==> src/hdl/gsm7u_pkg.sv <==
// shared types, constants and tables of the gsm 7-bit unpacker
package gsm7u_pkg;

  // output byte budget, one byte of it kept for a terminator
  localparam int TEXT_CAP = 512;
  localparam int CNT_W    = $clog2(TEXT_CAP);
  localparam int SUM_W    = CNT_W + 2;

  // token queue between front and back
  localparam int QUEUE_DEPTH = 4;
  localparam int QUEUE_AW    = $clog2(QUEUE_DEPTH);

  localparam int CP_W = 16;

  localparam logic [6:0]      ESCAPE_CODE = 7'h1b;
  localparam logic [CP_W-1:0] CP_QMARK    = 16'h003f;
  localparam logic [CP_W-1:0] CP_ONE_MAX  = 16'h007f;
  localparam logic [CP_W-1:0] CP_TWO_MAX  = 16'h07ff;

  localparam logic [1:0] STATUS_OK       = 2'd0;
  localparam logic [1:0] STATUS_SHORT    = 2'd1;
  localparam logic [1:0] STATUS_OVERFLOW = 2'd2;

  // configuration register indexes
  localparam logic REG_SKIP_SEPTETS = 1'b0;
  localparam logic REG_SEPTET_COUNT = 1'b1;

  typedef struct packed {
    logic [7:0] packed_octet;
    logic       last_octet;
  } in_item_t;

  typedef struct packed {
    logic [7:0] utf8_byte;
    logic       byte_valid;
    logic       end_of_text;
    logic [1:0] status;
  } out_item_t;

  typedef struct packed {
    logic [7:0] skip_septets;
    logic [7:0] septet_count;
  } cfg_t;

  // one unit of work for the back end: a text septet or the end of a message
  typedef struct packed {
    logic       is_final;
    logic [6:0] septet;
    logic       at_end;
    logic       short_data;
  } token_t;

  localparam logic [CP_W-1:0] DEFAULT_ALPHA [0:127] = '{
    16'h0040, 16'h00a3, 16'h0024, 16'h00a5, 16'h00e8, 16'h00e9, 16'h00f9, 16'h00ec,
    16'h00f2, 16'h00c7, 16'h000a, 16'h00d8, 16'h00f8, 16'h000d, 16'h00c5, 16'h00e5,
    16'h0394, 16'h005f, 16'h03a6, 16'h0393, 16'h039b, 16'h03a9, 16'h03a0, 16'h03a8,
    16'h03a3, 16'h0398, 16'h039e, 16'h003f, 16'h00c6, 16'h00e6, 16'h00df, 16'h00c9,
    16'h0020, 16'h0021, 16'h0022, 16'h0023, 16'h00a4, 16'h0025, 16'h0026, 16'h0027,
    16'h0028, 16'h0029, 16'h002a, 16'h002b, 16'h002c, 16'h002d, 16'h002e, 16'h002f,
    16'h0030, 16'h0031, 16'h0032, 16'h0033, 16'h0034, 16'h0035, 16'h0036, 16'h0037,
    16'h0038, 16'h0039, 16'h003a, 16'h003b, 16'h003c, 16'h003d, 16'h003e, 16'h003f,
    16'h00a1, 16'h0041, 16'h0042, 16'h0043, 16'h0044, 16'h0045, 16'h0046, 16'h0047,
    16'h0048, 16'h0049, 16'h004a, 16'h004b, 16'h004c, 16'h004d, 16'h004e, 16'h004f,
    16'h0050, 16'h0051, 16'h0052, 16'h0053, 16'h0054, 16'h0055, 16'h0056, 16'h0057,
    16'h0058, 16'h0059, 16'h005a, 16'h00c4, 16'h00d6, 16'h00d1, 16'h00dc, 16'h00a7,
    16'h00bf, 16'h0061, 16'h0062, 16'h0063, 16'h0064, 16'h0065, 16'h0066, 16'h0067,
    16'h0068, 16'h0069, 16'h006a, 16'h006b, 16'h006c, 16'h006d, 16'h006e, 16'h006f,
    16'h0070, 16'h0071, 16'h0072, 16'h0073, 16'h0074, 16'h0075, 16'h0076, 16'h0077,
    16'h0078, 16'h0079, 16'h007a, 16'h00e4, 16'h00f6, 16'h00f1, 16'h00fc, 16'h00e0
  };

  function automatic logic [CP_W-1:0] ext_codepoint(input logic [6:0] v);
    logic [CP_W-1:0] cp;
    case (v)
      7'h0a:   cp = 16'h000c;
      7'h14:   cp = 16'h005e;
      7'h28:   cp = 16'h007b;
      7'h29:   cp = 16'h007d;
      7'h2f:   cp = 16'h005c;
      7'h3c:   cp = 16'h005b;
      7'h3d:   cp = 16'h007e;
      7'h3e:   cp = 16'h005d;
      7'h40:   cp = 16'h007c;
      7'h65:   cp = 16'h20ac;
      default: cp = CP_QMARK;
    endcase
    return cp;
  endfunction

endpackage

==> src/hdl/gsm7u_front.sv <==
// front end: bit unpacking, header skip and message end tokens
module gsm7u_front import gsm7u_pkg::*; (
  input  logic     clk_i,
  input  logic     rst_ni,
  input  cfg_t     cfg_i,
  input  logic     in_valid_i,
  output logic     in_stall_o,
  input  in_item_t in_data_i,
  input  logic     queue_full_i,
  output logic     push_o,
  output token_t   push_tok_o
);

  logic [13:0] buf_q, buf_d, buf_v;
  logic [3:0]  held_q, held_d, held_v;
  logic [8:0]  seen_q, seen_d;
  logic        last_q, last_d, last_v;
  logic [8:0]  needed;
  logic        in_acc;
  logic        more_text;
  logic        want_push;
  logic        advance;
  logic        at_end;

  assign needed    = {1'b0, cfg_i.skip_septets} + {1'b0, cfg_i.septet_count};
  assign more_text = seen_q < needed;
  assign at_end    = ({1'b0, seen_q} + 10'd1) >= {1'b0, needed};

  // work still queued from the last octet holds off the next one
  assign in_stall_o = ((held_q >= 4'd7) && more_text) || last_q;
  assign in_acc     = in_valid_i && !in_stall_o;

  always_comb begin
    buf_v  = buf_q;
    held_v = held_q;
    last_v = last_q;
    if (in_acc) begin
      last_v = in_data_i.last_octet;
      if (more_text) begin
        buf_v  = buf_q | (14'(in_data_i.packed_octet) << held_q);
        held_v = held_q + 4'd8;
      end
    end
  end

  always_comb begin
    buf_d      = buf_v;
    held_d     = held_v;
    seen_d     = seen_q;
    last_d     = last_v;
    want_push  = 1'b0;
    push_tok_o = '0;
    push_tok_o.septet = buf_v[6:0];
    push_tok_o.at_end = at_end;
    if ((held_v >= 4'd7) && more_text) begin
      want_push = seen_q >= {1'b0, cfg_i.skip_septets};
      advance   = !want_push || !queue_full_i;
      if (advance) begin
        buf_d  = buf_v >> 7;
        held_d = held_v - 4'd7;
        seen_d = seen_q + 9'd1;
      end
    end else if (last_v) begin
      if (more_text && (held_v != 4'd0)) begin
        // partial septet, missing high bits are zero
        want_push = seen_q >= {1'b0, cfg_i.skip_septets};
        advance   = !want_push || !queue_full_i;
        if (advance) begin
          buf_d  = '0;
          held_d = '0;
          seen_d = seen_q + 9'd1;
        end
      end else begin
        want_push             = 1'b1;
        push_tok_o.is_final   = 1'b1;
        push_tok_o.short_data = (cfg_i.septet_count != 8'd0) && more_text;
        advance               = !queue_full_i;
        if (advance) begin
          buf_d  = '0;
          held_d = '0;
          seen_d = '0;
          last_d = 1'b0;
        end
      end
    end else begin
      advance = 1'b0;
    end
  end

  assign push_o = want_push && !queue_full_i;

  always_ff @(posedge clk_i or negedge rst_ni) begin
    if (!rst_ni) begin
      buf_q  <= '0;
      held_q <= '0;
      seen_q <= '0;
      last_q <= 1'b0;
    end else begin
      buf_q  <= buf_d;
      held_q <= held_d;
      seen_q <= seen_d;
      last_q <= last_d;
    end
  end

endmodule

==> src/hdl/gsm7u_fifo.sv <==
// short token queue between front and back end
module gsm7u_fifo import gsm7u_pkg::*; (
  input  logic   clk_i,
  input  logic   rst_ni,
  input  logic   push_i,
  input  token_t push_tok_i,
  output logic   full_o,
  input  logic   pop_i,
  output logic   empty_o,
  output token_t head_o
);

  token_t                entry_q [QUEUE_DEPTH];
  logic [QUEUE_AW-1:0]   wr_ptr_q, rd_ptr_q;
  logic [QUEUE_AW:0]     fill_q;

  assign full_o  = fill_q == (QUEUE_AW+1)'(QUEUE_DEPTH);
  assign empty_o = fill_q == '0;
  assign head_o  = entry_q[rd_ptr_q];

  always_ff @(posedge clk_i) begin
    if (push_i) begin
      entry_q[wr_ptr_q] <= push_tok_i;
    end
  end

  always_ff @(posedge clk_i or negedge rst_ni) begin
    if (!rst_ni) begin
      wr_ptr_q <= '0;
      rd_ptr_q <= '0;
      fill_q   <= '0;
    end else begin
      if (push_i) begin
        wr_ptr_q <= wr_ptr_q + QUEUE_AW'(1);
      end
      if (pop_i) begin
        rd_ptr_q <= rd_ptr_q + QUEUE_AW'(1);
      end
      case ({push_i, pop_i})
        2'b10:   fill_q <= fill_q + (QUEUE_AW+1)'(1);
        2'b01:   fill_q <= fill_q - (QUEUE_AW+1)'(1);
        default: fill_q <= fill_q;
      endcase
    end
  end

endmodule

==> src/hdl/gsm7u_back.sv <==
// back end: alphabet mapping, utf-8 byte sequencing, capacity and status
module gsm7u_back import gsm7u_pkg::*; (
  input  logic      clk_i,
  input  logic      rst_ni,
  input  logic      tok_empty_i,
  input  token_t    tok_i,
  output logic      pop_o,
  output logic      out_valid_o,
  input  logic      out_stall_i,
  output out_item_t out_data_o
);

  out_item_t        out_q, out_d;
  logic             out_valid_q, out_valid_d;
  logic [7:0]       b1_q, b1_d, b2_q, b2_d;
  logic [1:0]       rem_q, rem_d;
  logic             esc_q, esc_d;
  logic             err_q, err_d;
  logic [CNT_W-1:0] bytes_q, bytes_d;

  logic             out_free;
  logic             esc_start;
  logic [CP_W-1:0]  cp;
  logic [1:0]       len;
  logic [SUM_W-1:0] sum;
  logic             fits;

  assign out_free  = !out_valid_q || !out_stall_i;
  assign esc_start = !esc_q && (tok_i.septet == ESCAPE_CODE);

  always_comb begin
    if (esc_q) begin
      cp = ext_codepoint(tok_i.septet);
    end else if (esc_start) begin
      cp = CP_QMARK;  // escape as final text septet
    end else begin
      cp = DEFAULT_ALPHA[tok_i.septet];
    end
    if (cp <= CP_ONE_MAX) begin
      len = 2'd1;
    end else if (cp <= CP_TWO_MAX) begin
      len = 2'd2;
    end else begin
      len = 2'd3;
    end
  end

  assign sum  = SUM_W'(bytes_q) + SUM_W'(len);
  assign fits = sum < SUM_W'(TEXT_CAP);

  always_comb begin
    out_d       = out_q;
    out_valid_d = out_valid_q;
    b1_d        = b1_q;
    b2_d        = b2_q;
    rem_d       = rem_q;
    esc_d       = esc_q;
    err_d       = err_q;
    bytes_d     = bytes_q;
    pop_o       = 1'b0;
    if (out_free) begin
      out_valid_d = 1'b0;
      if (rem_q != 2'd0) begin
        out_d       = '{utf8_byte: b1_q, byte_valid: 1'b1, end_of_text: 1'b0,
                        status: STATUS_OK};
        out_valid_d = 1'b1;
        b1_d        = b2_q;
        rem_d       = rem_q - 2'd1;
      end else if (!tok_empty_i) begin
        pop_o = 1'b1;
        if (tok_i.is_final) begin
          out_d.utf8_byte   = 8'd0;
          out_d.byte_valid  = 1'b0;
          out_d.end_of_text = 1'b1;
          if (err_q) begin
            out_d.status = STATUS_OVERFLOW;
          end else if (tok_i.short_data) begin
            out_d.status = STATUS_SHORT;
          end else begin
            out_d.status = STATUS_OK;
          end
          out_valid_d = 1'b1;
          esc_d       = 1'b0;
          err_d       = 1'b0;
          bytes_d     = '0;
        end else if (!err_q) begin
          if (esc_start && !tok_i.at_end) begin
            esc_d = 1'b1;
          end else begin
            esc_d = 1'b0;
            if (fits) begin
              bytes_d           = bytes_q + CNT_W'(len);
              out_d.byte_valid  = 1'b1;
              out_d.end_of_text = 1'b0;
              out_d.status      = STATUS_OK;
              out_valid_d       = 1'b1;
              rem_d             = len - 2'd1;
              case (len)
                2'd1: begin
                  out_d.utf8_byte = cp[7:0];
                end
                2'd2: begin
                  out_d.utf8_byte = {3'b110, cp[10:6]};
                  b1_d            = {2'b10, cp[5:0]};
                end
                default: begin
                  out_d.utf8_byte = {4'b1110, cp[15:12]};
                  b1_d            = {2'b10, cp[11:6]};
                  b2_d            = {2'b10, cp[5:0]};
                end
              endcase
            end else begin
              err_d = 1'b1;
            end
          end
        end
      end
    end
  end

  always_ff @(posedge clk_i) begin
    out_q <= out_d;
    b1_q  <= b1_d;
    b2_q  <= b2_d;
  end

  always_ff @(posedge clk_i or negedge rst_ni) begin
    if (!rst_ni) begin
      out_valid_q <= 1'b0;
      rem_q       <= '0;
      esc_q       <= 1'b0;
      err_q       <= 1'b0;
      bytes_q     <= '0;
    end else begin
      out_valid_q <= out_valid_d;
      rem_q       <= rem_d;
      esc_q       <= esc_d;
      err_q       <= err_d;
      bytes_q     <= bytes_d;
    end
  end

  assign out_valid_o = out_valid_q;
  assign out_data_o  = out_q;

endmodule

==> src/hdl/gsm7_septet_unpack_to_utf8.sv <==
// top level of the gsm 7-bit septet unpacker with utf-8 output
//
//  channel   direction  handshake                payload
//  in        input      in_valid_i / in_stall_o  in_data_i: packed_octet, last_octet
//  out       output     out_valid_o/ out_stall_i out_data_o: utf8_byte, byte_valid,
//                                                end_of_text, status
//  cfg       input      cfg_we_i                 cfg_idx_i, cfg_wdata_i
//
// the front cuts one septet, or closes one message, per cycle unless a full token
// queue holds it, starting in the cycle an octet beat is taken; an octet beat
// holds the input until every step it brings is done: each septet it completes
// and, on a last octet, its partial septet and the closing token
// the back end retires one queued septet per cycle and sends one utf-8 byte per
// cycle unless the output stalls; a multi-byte septet holds it until its last
// byte is sent; mostly ascii text settles at about 1.14 output beats per octet beat
// a four-entry token queue lets the front keep unpacking while the output stalls
// asynchronous active-low reset clears all message state and both registers

module gsm7_septet_unpack_to_utf8 import gsm7u_pkg::*; (
  input  logic      clk_i,
  input  logic      rst_ni,
  // configuration writes
  input  logic      cfg_we_i,
  input  logic      cfg_idx_i,
  input  logic [7:0] cfg_wdata_i,
  // packed octet beats
  input  logic      in_valid_i,
  output logic      in_stall_o,
  input  in_item_t  in_data_i,
  // utf-8 byte and status beats
  output logic      out_valid_o,
  input  logic      out_stall_i,
  output out_item_t out_data_o
);

  cfg_t   cfg_q;
  logic   queue_full;
  logic   queue_empty;
  logic   push;
  logic   pop;
  token_t push_tok;
  token_t head_tok;

  // register file; the user must write it only between messages, the block does not enforce this
  always_ff @(posedge clk_i or negedge rst_ni) begin
    if (!rst_ni) begin
      cfg_q <= '0;
    end else if (cfg_we_i) begin
      case (cfg_idx_i)
        REG_SKIP_SEPTETS: cfg_q.skip_septets <= cfg_wdata_i;
        REG_SEPTET_COUNT: cfg_q.septet_count <= cfg_wdata_i;
        default:          cfg_q <= cfg_q;
      endcase
    end
  end

  // front: septet cutting, header skip, end-of-message token
  gsm7u_front u_front (
    .clk_i        (clk_i),
    .rst_ni       (rst_ni),
    .cfg_i        (cfg_q),
    .in_valid_i   (in_valid_i),
    .in_stall_o   (in_stall_o),
    .in_data_i    (in_data_i),
    .queue_full_i (queue_full),
    .push_o       (push),
    .push_tok_o   (push_tok)
  );

  // decouples octet intake from byte output
  gsm7u_fifo u_fifo (
    .clk_i      (clk_i),
    .rst_ni     (rst_ni),
    .push_i     (push),
    .push_tok_i (push_tok),
    .full_o     (queue_full),
    .pop_i      (pop),
    .empty_o    (queue_empty),
    .head_o     (head_tok)
  );

  // back: escape handling, alphabet lookup, utf-8 bytes, capacity, status
  gsm7u_back u_back (
    .clk_i       (clk_i),
    .rst_ni      (rst_ni),
    .tok_empty_i (queue_empty),
    .tok_i       (head_tok),
    .pop_o       (pop),
    .out_valid_o (out_valid_o),
    .out_stall_i (out_stall_i),
    .out_data_o  (out_data_o)
  );

endmodule

==> config.mk <==
export PLATFORM = sky130hd
export DESIGN_NAME = gsm7_septet_unpack_to_utf8
export DESIGN_NICKNAME = d
export VERILOG_FILES = /design/src/hdl/gsm7u_pkg.sv /design/src/hdl/gsm7u_front.sv /design/src/hdl/gsm7u_fifo.sv /design/src/hdl/gsm7u_back.sv /design/src/hdl/gsm7_septet_unpack_to_utf8.sv
export SDC_FILE = /design/constraint.sdc
export NUM_CORES = 1
export LEC_CHECK = 0
export ABC_CLOCK_PERIOD_IN_PS = 6300
export BUFFER_PORTS_ARGS = -buffer_cell sky130_fd_sc_hd__buf_2
export CAP_MARGIN = 20
export CORE_MARGIN = 5
export CORE_UTILIZATION = 63
export CTS_BUF_LIST = sky130_fd_sc_hd__clkbuf_4 sky130_fd_sc_hd__clkbuf_8 sky130_fd_sc_hd__clkbuf_16
export DETAILED_ROUTE_END_ITERATION = 16
export GPL_TIMING_DRIVEN = 1
export PLACE_DENSITY = 0.82
export SYNTH_ARGS = -nofsm -noshare
export SYNTH_HDL_FRONTEND = slang
export SYNTH_SLANG_ARGS = --single-unit
==> constraint.sdc <==
create_clock -name clk_i -period 6.3 [get_ports clk_i]
set_input_delay 0.945 -clock clk_i [delete_from_list [all_inputs] [get_ports clk_i]]
set_output_delay 0.945 -clock clk_i [all_outputs]
set_load 0.005 [all_outputs]
* After elaboration in Yosys (flattened, before gate mapping)
Memory sizes are Yosys's and may differ from the RTL's.
Index checks and enable logic that the tools add are counted.
** Storage, ports and cells
- Output and inout bits :: 14
- Register bits :: 91
- Memory bits (writable) :: 40
- Word-level logic and storage cells :: 206
- Input port bits :: 23
- ROM bits :: 2048
- Memories kept :: 2
** Memory list
- (no name shown) :: depth 128, bits a word 16, read ports 1, clocked after memory_dff 0, write ports 0, line gsm7u_back.sv:37 : cp = DEFAULT_ALPHA[tok_i.septet];
- u_fifo.entry_q :: depth 4, bits a word 10, read ports 1, clocked after memory_dff 0, write ports 1, line gsm7u_fifo.sv:13 : token_t entry_q [QUEUE_DEPTH];
** Cells by class
- Add/subtract/negate cells :: 13
- Equal/unequal tests :: 26
- Order comparisons :: 9
- Muxes and demuxes :: 87
- Bitwise logic cells :: 9
- Shifts and indexed selects :: 1
- Reduce and logical (&&, ||, !) cells :: 38
** Operator list (count)
- $pmux W14 S10 :: 1
- $mux W14 :: 8
- $mux W9 :: 9
- $mux W12 :: 6
- $mux W16 :: 4
- $eq A7 B6 Y1 const B :: 6
- $mux W8 :: 5
- $mux W1 :: 34
- $mux W4 :: 8
- $pmux W8 S2 :: 2
- $le A16 B11 Y1 const B :: 1
- $le A16 B7 Y1 const B :: 1
- $mux W2 :: 8
- $eq A7 B5 Y1 const B :: 2
- $eq A7 B7 Y1 const B :: 2
- $or A14 B14 Y14 :: 1
- $shl A8 B4 Y14 :: 1
- $reduce_and A6 Y1 :: 2
- $lt A11 B10 Y1 const B :: 1
- $add A9 B1 Y10 const B :: 1
- $add A9 B2 Y10 :: 1
- $ge A10 B9 Y1 :: 1
- $reduce_bool A2 Y1 :: 5
- $add A8 B8 Y9 :: 1
- 38 further kinds :: 72

* Depth between registers and ports, before layout
An unclocked memory read counts as a cell.
- Depth after elaboration :: 18
- Depth in mapped cells :: 24
- Depth with buffers taken out :: 24

* Hierarchy
From an unflattened synthesis, not the netlist that was laid out.
** Unflattened totals
- Cells, all modules :: 815
- Area total of the unflattened synthesis :: 8486.9 µm²
** Modules (own cells, without submodules)
- gsm7u_back :: times used 1, seq. area each 1071.0 µm², area each 3294.4 µm², cells each 380
- gsm7u_front :: times used 1, seq. area each 700.7 µm², area each 2706.3 µm², cells each 311
- gsm7u_fifo :: times used 1, seq. area each 1376.3 µm², area each 1844.3 µm², cells each 89
- gsm7_septet_unpack_to_utf8 :: times used 1, seq. area each 400.4 µm², area each 641.9 µm², cells each 35

* Least setup slack after synthesis
No wires, ideal clock.
- Kind :: register to register
- Start point :: register u_fifo.rd_ptr_q[0]
- End point :: register u_back.out_q (netlist bit u_back.out_data_o[0]) (enable)
- Library setup time :: 0.385 ns
- Path buffers :: 5
- Arrival :: 4.720 ns
- Path slack :: 1.195 ns
- Period minus slack after synthesis :: 5.105 ns
- Stages on the path, launching flop included :: 22
- Data required time :: 5.915 ns
- Cell sequence :: dfrtp_1 > buf_6 > buf_4 > mux4_2 > buf_2 > inv_1 > ha_1 > clkbuf_1 > nand2_1 > o31ai_1 > a211oi_1 > a311o_1 > buf_6 > nand2_4 > ha_1 > a21o_1 > and4_1 > a41o_1 > o21ba_2 > nor2_1 > nor2_1 > a21oi_1
** Between the ends
- Word-level cells in the longest chain between the ends :: 14
- Elaborated cells on any way between the ends :: 32
- Those cells by class :: 1 x add/sub; 3 x order compare; 13 x eq/ne; 7 x mux; 1 x bitwise; 5 x reduce/logical; 2 x memory
** RTL lines
- start, declared :: line gsm7u_fifo.sv:14 : logic [QUEUE_AW-1:0] wr_ptr_q, rd_ptr_q;
- start signal, assigned :: line gsm7u_fifo.sv:37 : rd_ptr_q <= rd_ptr_q + QUEUE_AW'(1);
- $mem_v2 Z4 W10 (*)
- $not A7 Y8 (implied by the code) :: line gsm7u_back.sv:37
- $mem_v2 Z128 W16
- $mux W16 (implied by the code) (2 in series) :: line gsm7u_back.sv:37
- $mux W16 :: line gsm7u_back.sv:34 : end else if (esc_start) begin
- $mux W16 :: line gsm7u_back.sv:32 : if (esc_q) begin
- $le A16 B11 Y1 :: line gsm7u_back.sv:41 : end else if (cp <= CP_TWO_MAX) begin
- $mux W1 :: line gsm7u_back.sv:41
- $mux W2 :: line gsm7u_back.sv:39 : if (cp <= CP_ONE_MAX) begin
- $add A9 B2 Y10 :: line gsm7u_back.sv:48 : assign sum = SUM_W'(bytes_q) + SUM_W'(len);
- $lt A11 B10 Y1 :: line gsm7u_back.sv:49 : assign fits = sum < SUM_W'(TEXT_CAP);
- $reduce_bool A3 Y1 (no line)
- $reduce_and A5 Y1 (no line) (*)
- end signal, assigned :: line gsm7u_back.sv:122 : out_q <= out_d;
- end, declared :: line gsm7u_back.sv:13 : out_item_t out_q, out_d;
Every way passes the cells marked *; elsewhere a longest branch is shown, timed or not. The select of a mux whose other input is x is not followed.
A chain may end at the register's enable or synchronous reset.

* Worst setup path after layout
- Start point :: register u_fifo.rd_ptr_q[0]
- End point :: register u_back.b1_q[0] (enable)
** Between the ends
- Word-level cells in the longest chain between the ends :: 14
- Elaborated cells on any way between the ends :: 34
- Those cells by class :: 1 x add/sub; 3 x order compare; 15 x eq/ne; 7 x mux; 1 x bitwise; 5 x reduce/logical; 2 x memory
** RTL lines
- $mem_v2 Z4 W10 (*)
- $not A7 Y8 (implied by the code) :: line gsm7u_back.sv:37
- $mem_v2 Z128 W16
- $mux W16 (implied by the code) (2 in series) :: line gsm7u_back.sv:37
- $mux W16 :: line gsm7u_back.sv:34
- $mux W16 :: line gsm7u_back.sv:32
- $le A16 B11 Y1 :: line gsm7u_back.sv:41
- $mux W1 :: line gsm7u_back.sv:41
- $mux W2 :: line gsm7u_back.sv:39
- $add A9 B2 Y10 :: line gsm7u_back.sv:48
- $lt A11 B10 Y1 :: line gsm7u_back.sv:49
- $reduce_bool A2 Y1 (no line)
- $reduce_and A7 Y1 (no line) (*)
- end signal, assigned :: line gsm7u_back.sv:123 : b1_q <= b1_d;
- end, declared :: line gsm7u_back.sv:15 : logic [7:0] b1_q, b1_d, b2_q, b2_d;
Marks and branches as above.

==> impl_metrics.toml <==
[run_status]
status = "finished clean"

[timing]
rsz0062_at_grt = "no"
finalCriticalPeriod_ns = 5.589
period_share = 0.8871
report.final.setup_viol = 0
skew_ns = 0.006958
slew_violations = 0
fmax_ghz = 0.1789
relSlewSlack = 0.3449
hold_viol_final = 0
tightest_slew_ns = 0.9773
setup-tns-final_ns = 0

[pwr]
p_leak_nw = 3.880
pwr_density_cell_mw_per_mm2 = 620.9
ir_drop_mv = 0.3614

[critical_path]
arrival_ns = 5.64
cp-end-kind = "register"
critPathKind = "register to register"
crit_end = "u_back.b1_q[0]"
timing.rr.start = "u_fifo.rd_ptr_q[0]"
r2r_slack_ns = 0.71
required_ns = 6.35
ff2ff_path_depth = 16
r2r_end = "u_back.b1_q[0]"
worstSetupStartpointType = "register"
worstPathMaxFanout = 14
startpoint = "u_fifo.rd_ptr_q[0]"

[die]
start_util = 0.6477
die_y_um = 124.4
row_count = 41
fp.dieW_um = 124.4
die_area_sq_mm = 0.01547
coreArea_sq_mm = 0.01272
pin_count = 37

[route]
drt-initial-drc-count = 758
first_pass_iters = 6
drc = 0
drt_wl_total_um = 19280
avgViaCountPerCell = 6.499
route.vias.total = 6499
antenna_left = 0
post_drt_wl_per_cell_um = 19.28

[clocking]
clock_path_buffers = 2
clk_pin_slew_ns = 0.06
cts_tree = "done"
clock-root-buffer = "clkbuf_16"
cts_sinks = 129
post-cts-setup-buffers = 0
ctsResizeCount = 0
htree_levels = 4
cts_buffers = 17
cts_hold_buffers = 0
clkLatencyLatePin_ns = 0.42

[placement]
io_buffers = 36
gp_congestion = 0.9944
placed_area_sq_mm = 0.008457
dp_hpwl_um = 13290

[logic_synthesis]
synth_area_leaders = "edfxtp_1 23%, dfrtp_1 20%, ha_1 7.4%"
synthCells = 797
ys_types = 87
synth_edf_count = 64
synth_top_area_cell = "edfxtp_1"
yosysWarnings = 0
synth_top_area_frac = 0.2332
synth_area_sq_mm = 0.008240
synth_fp_nets = 872
synth_area_per_cell_sq_um = 10.34
ys_seq_area_frac = 0.4306
synth-async-reset-ratio = 0.5039
synth_ff_type = "dfrtp_1"
ys_ff_latch = 129

[global_route]
antenna_found_initial = 0
grt_pass1_vias = 6550
grt_max_degree = 66
grt_usage = 0.2541
grt_pass1_wl_um = 32350
grt_overflow = 0

[layout]
n_fill_cell = 922
nNetsFinal = 890
drive_above_1_share = 0.1546
num_antenna_cells = 0
final_cell_area_sq_mm = 0.009072
area_growth_pct = 10.10

[min_path]
worstHoldPathType = "register to register"

[run]
maxCapViolations = 0
[flip-flops by register name, summed over array words and instances (netlist names), 3 cells and up]
name               flops
u_fifo.entry_q        40
u_fifo.fill_q          3
u_back.bytes_q         9
cfg_q                 16
u_front.seen_q         9
u_back.b2_q            6
u_front.held_q         4
u_back.out_data_o     12
u_back.b1_q            6
u_front.buf_q         14
[cells in the final DEF (no fill, tap or decap), types with 17 or more instances in the layout]
cell type,n
inv_1,37
nor2_1,67
nand2_1,59
mux2_2,17
edfxtp_1,64
buf_2,36
ha_1,49
a21oi_1,36
clkbuf_16,17
dfrtp_1,65
nand3_1,23
o21ai_0,45
[logic make-up (layout without fill, tap and decap cells)]
kind of cell | Yosys count | in the layout | share of synthesized area
muxes | 43 | 43 | 0.07000
adders and majority gates | 53 | 53 | 0.08290
buffers and inverters | 79 | 110 | 0.04312
DFF | 129 | 129 | 0.4306
and+or+nand+nor | 251 | 251 | 0.1561
AOI/OAI and AO/OA | 215 | 215 | 0.1886
xor gates and xnor gates | 27 | 27 | 0.02870
[cell type report]
| class | instances | area (sq um) | share of cell area |
|---|---|---|---|
| sequential | 129 | 3548 | 0.3911 |
| multi-input combinational | 589 | 4337 | 0.4780 |
| timing repair buffer | 41 | 217.7 | 0.02400 |
| clock inverter | 10 | 133.9 | 0.01476 |
| tap | 172 | 215.2 | 0.02372 |
| inverter | 37 | 138.9 | 0.01531 |
| clock buffer | 22 | 481.7 | 0.05310 |
[stage by stage]
| step | setup slack [ns] | cells | utilization | hold WS [ns] | total power [mW] |
|---|---|---|---|---|---|
| after global routing | 0.3782 | 1000 | 0.7131 | 0.5177 | 6.009 |
| after global placement | 1.154 | 968 | 0.6647 | 0.4650 | 4.416 |
| after CTS | 0.8416 | 1000 | 0.7131 | 0.4884 | 5.587 |
| after floorplan | 1.195 | 797 | - | 0.4494 | 3.837 |
| final | 0.7114 | 1000 | 0.7131 | 0.4798 | 5.633 |
| after detailed placement | 0.9079 | 968 | 0.6647 | 0.4756 | 4.532 |
[cell usage after synthesis, drive strengths merged (8+ instances only)]
cell,n
nor2b,9
nor2,71
nand2b,11
a21o,16
a22o,11
nor3,14
xnor2,14
ha,49
and2,15
xor2,13
dfrtp,65
mux2i,16
nand2,60
a21oi,37
a211oi,17
o21ai,46
nand3,23
clkbuf,21
buf,21
inv,37
and3,8
edfxtp,64
mux2,17
mux4,10
[routing by layer]
| metal | track usage | vias to the layer above | part of all wire |
|---|---|---|---|
| li1 | - | 3008 | - |
| met1 | 0.3193 | 3145 | 0.41 |
| met2 | 0.4307 | 291 | 0.50 |
| met3 | 0.05489 | 55 | 0.059 |
| met4 | 0.09671 | 0 | 0.031 |
| met5 | 0 | - | 0 |
[critical path, cell delays in order, from the launching register on]
cell and delay [ns]:
dfrtp_1 0.67, mux4_2 0.74, inv_1 0.28, ha_1 0.31
inv_1 0.15, nor2_1 0.13, o31ai_1 0.08, a211oi_1 0.30
a311o_1 0.43, nand2_4 0.14, ha_1 0.29, a21o_1 0.21
and4_1 0.23, a41o_1 0.25, nor4_1 0.26, o21ai_0 0.21
a21oi_1 0.55
[how the worst min path moves through the flow]
| stage | from | to | cells after the start |
|---|---|---|---|
| after floorplan | u_front.buf_q[10] | u_front.buf_q[10] | 2 |
| after global placement | u_front.buf_q[7] | u_front.buf_q[7] | 2 |
| after detailed placement | u_front.buf_q[7] | u_front.buf_q[7] | 2 |
| after CTS | u_front.buf_q[7] | u_front.buf_q[7] | 2 |
| after global routing | u_front.buf_q[9] | u_front.buf_q[9] | 2 |
| final | u_front.buf_q[7] | u_front.buf_q[7] | 2 |
[where the power goes]
| part | switching (mW) | total, mW | internal [mW] |
|---|---|---|---|
| combinational | 1.95 | 3.15 | 1.21 |
| sequential | 0.191 | 1.46 | 1.27 |
| clock | 0.358 | 1.02 | 0.660 |
No activity file was read; power rests on OpenSTA's default activity.
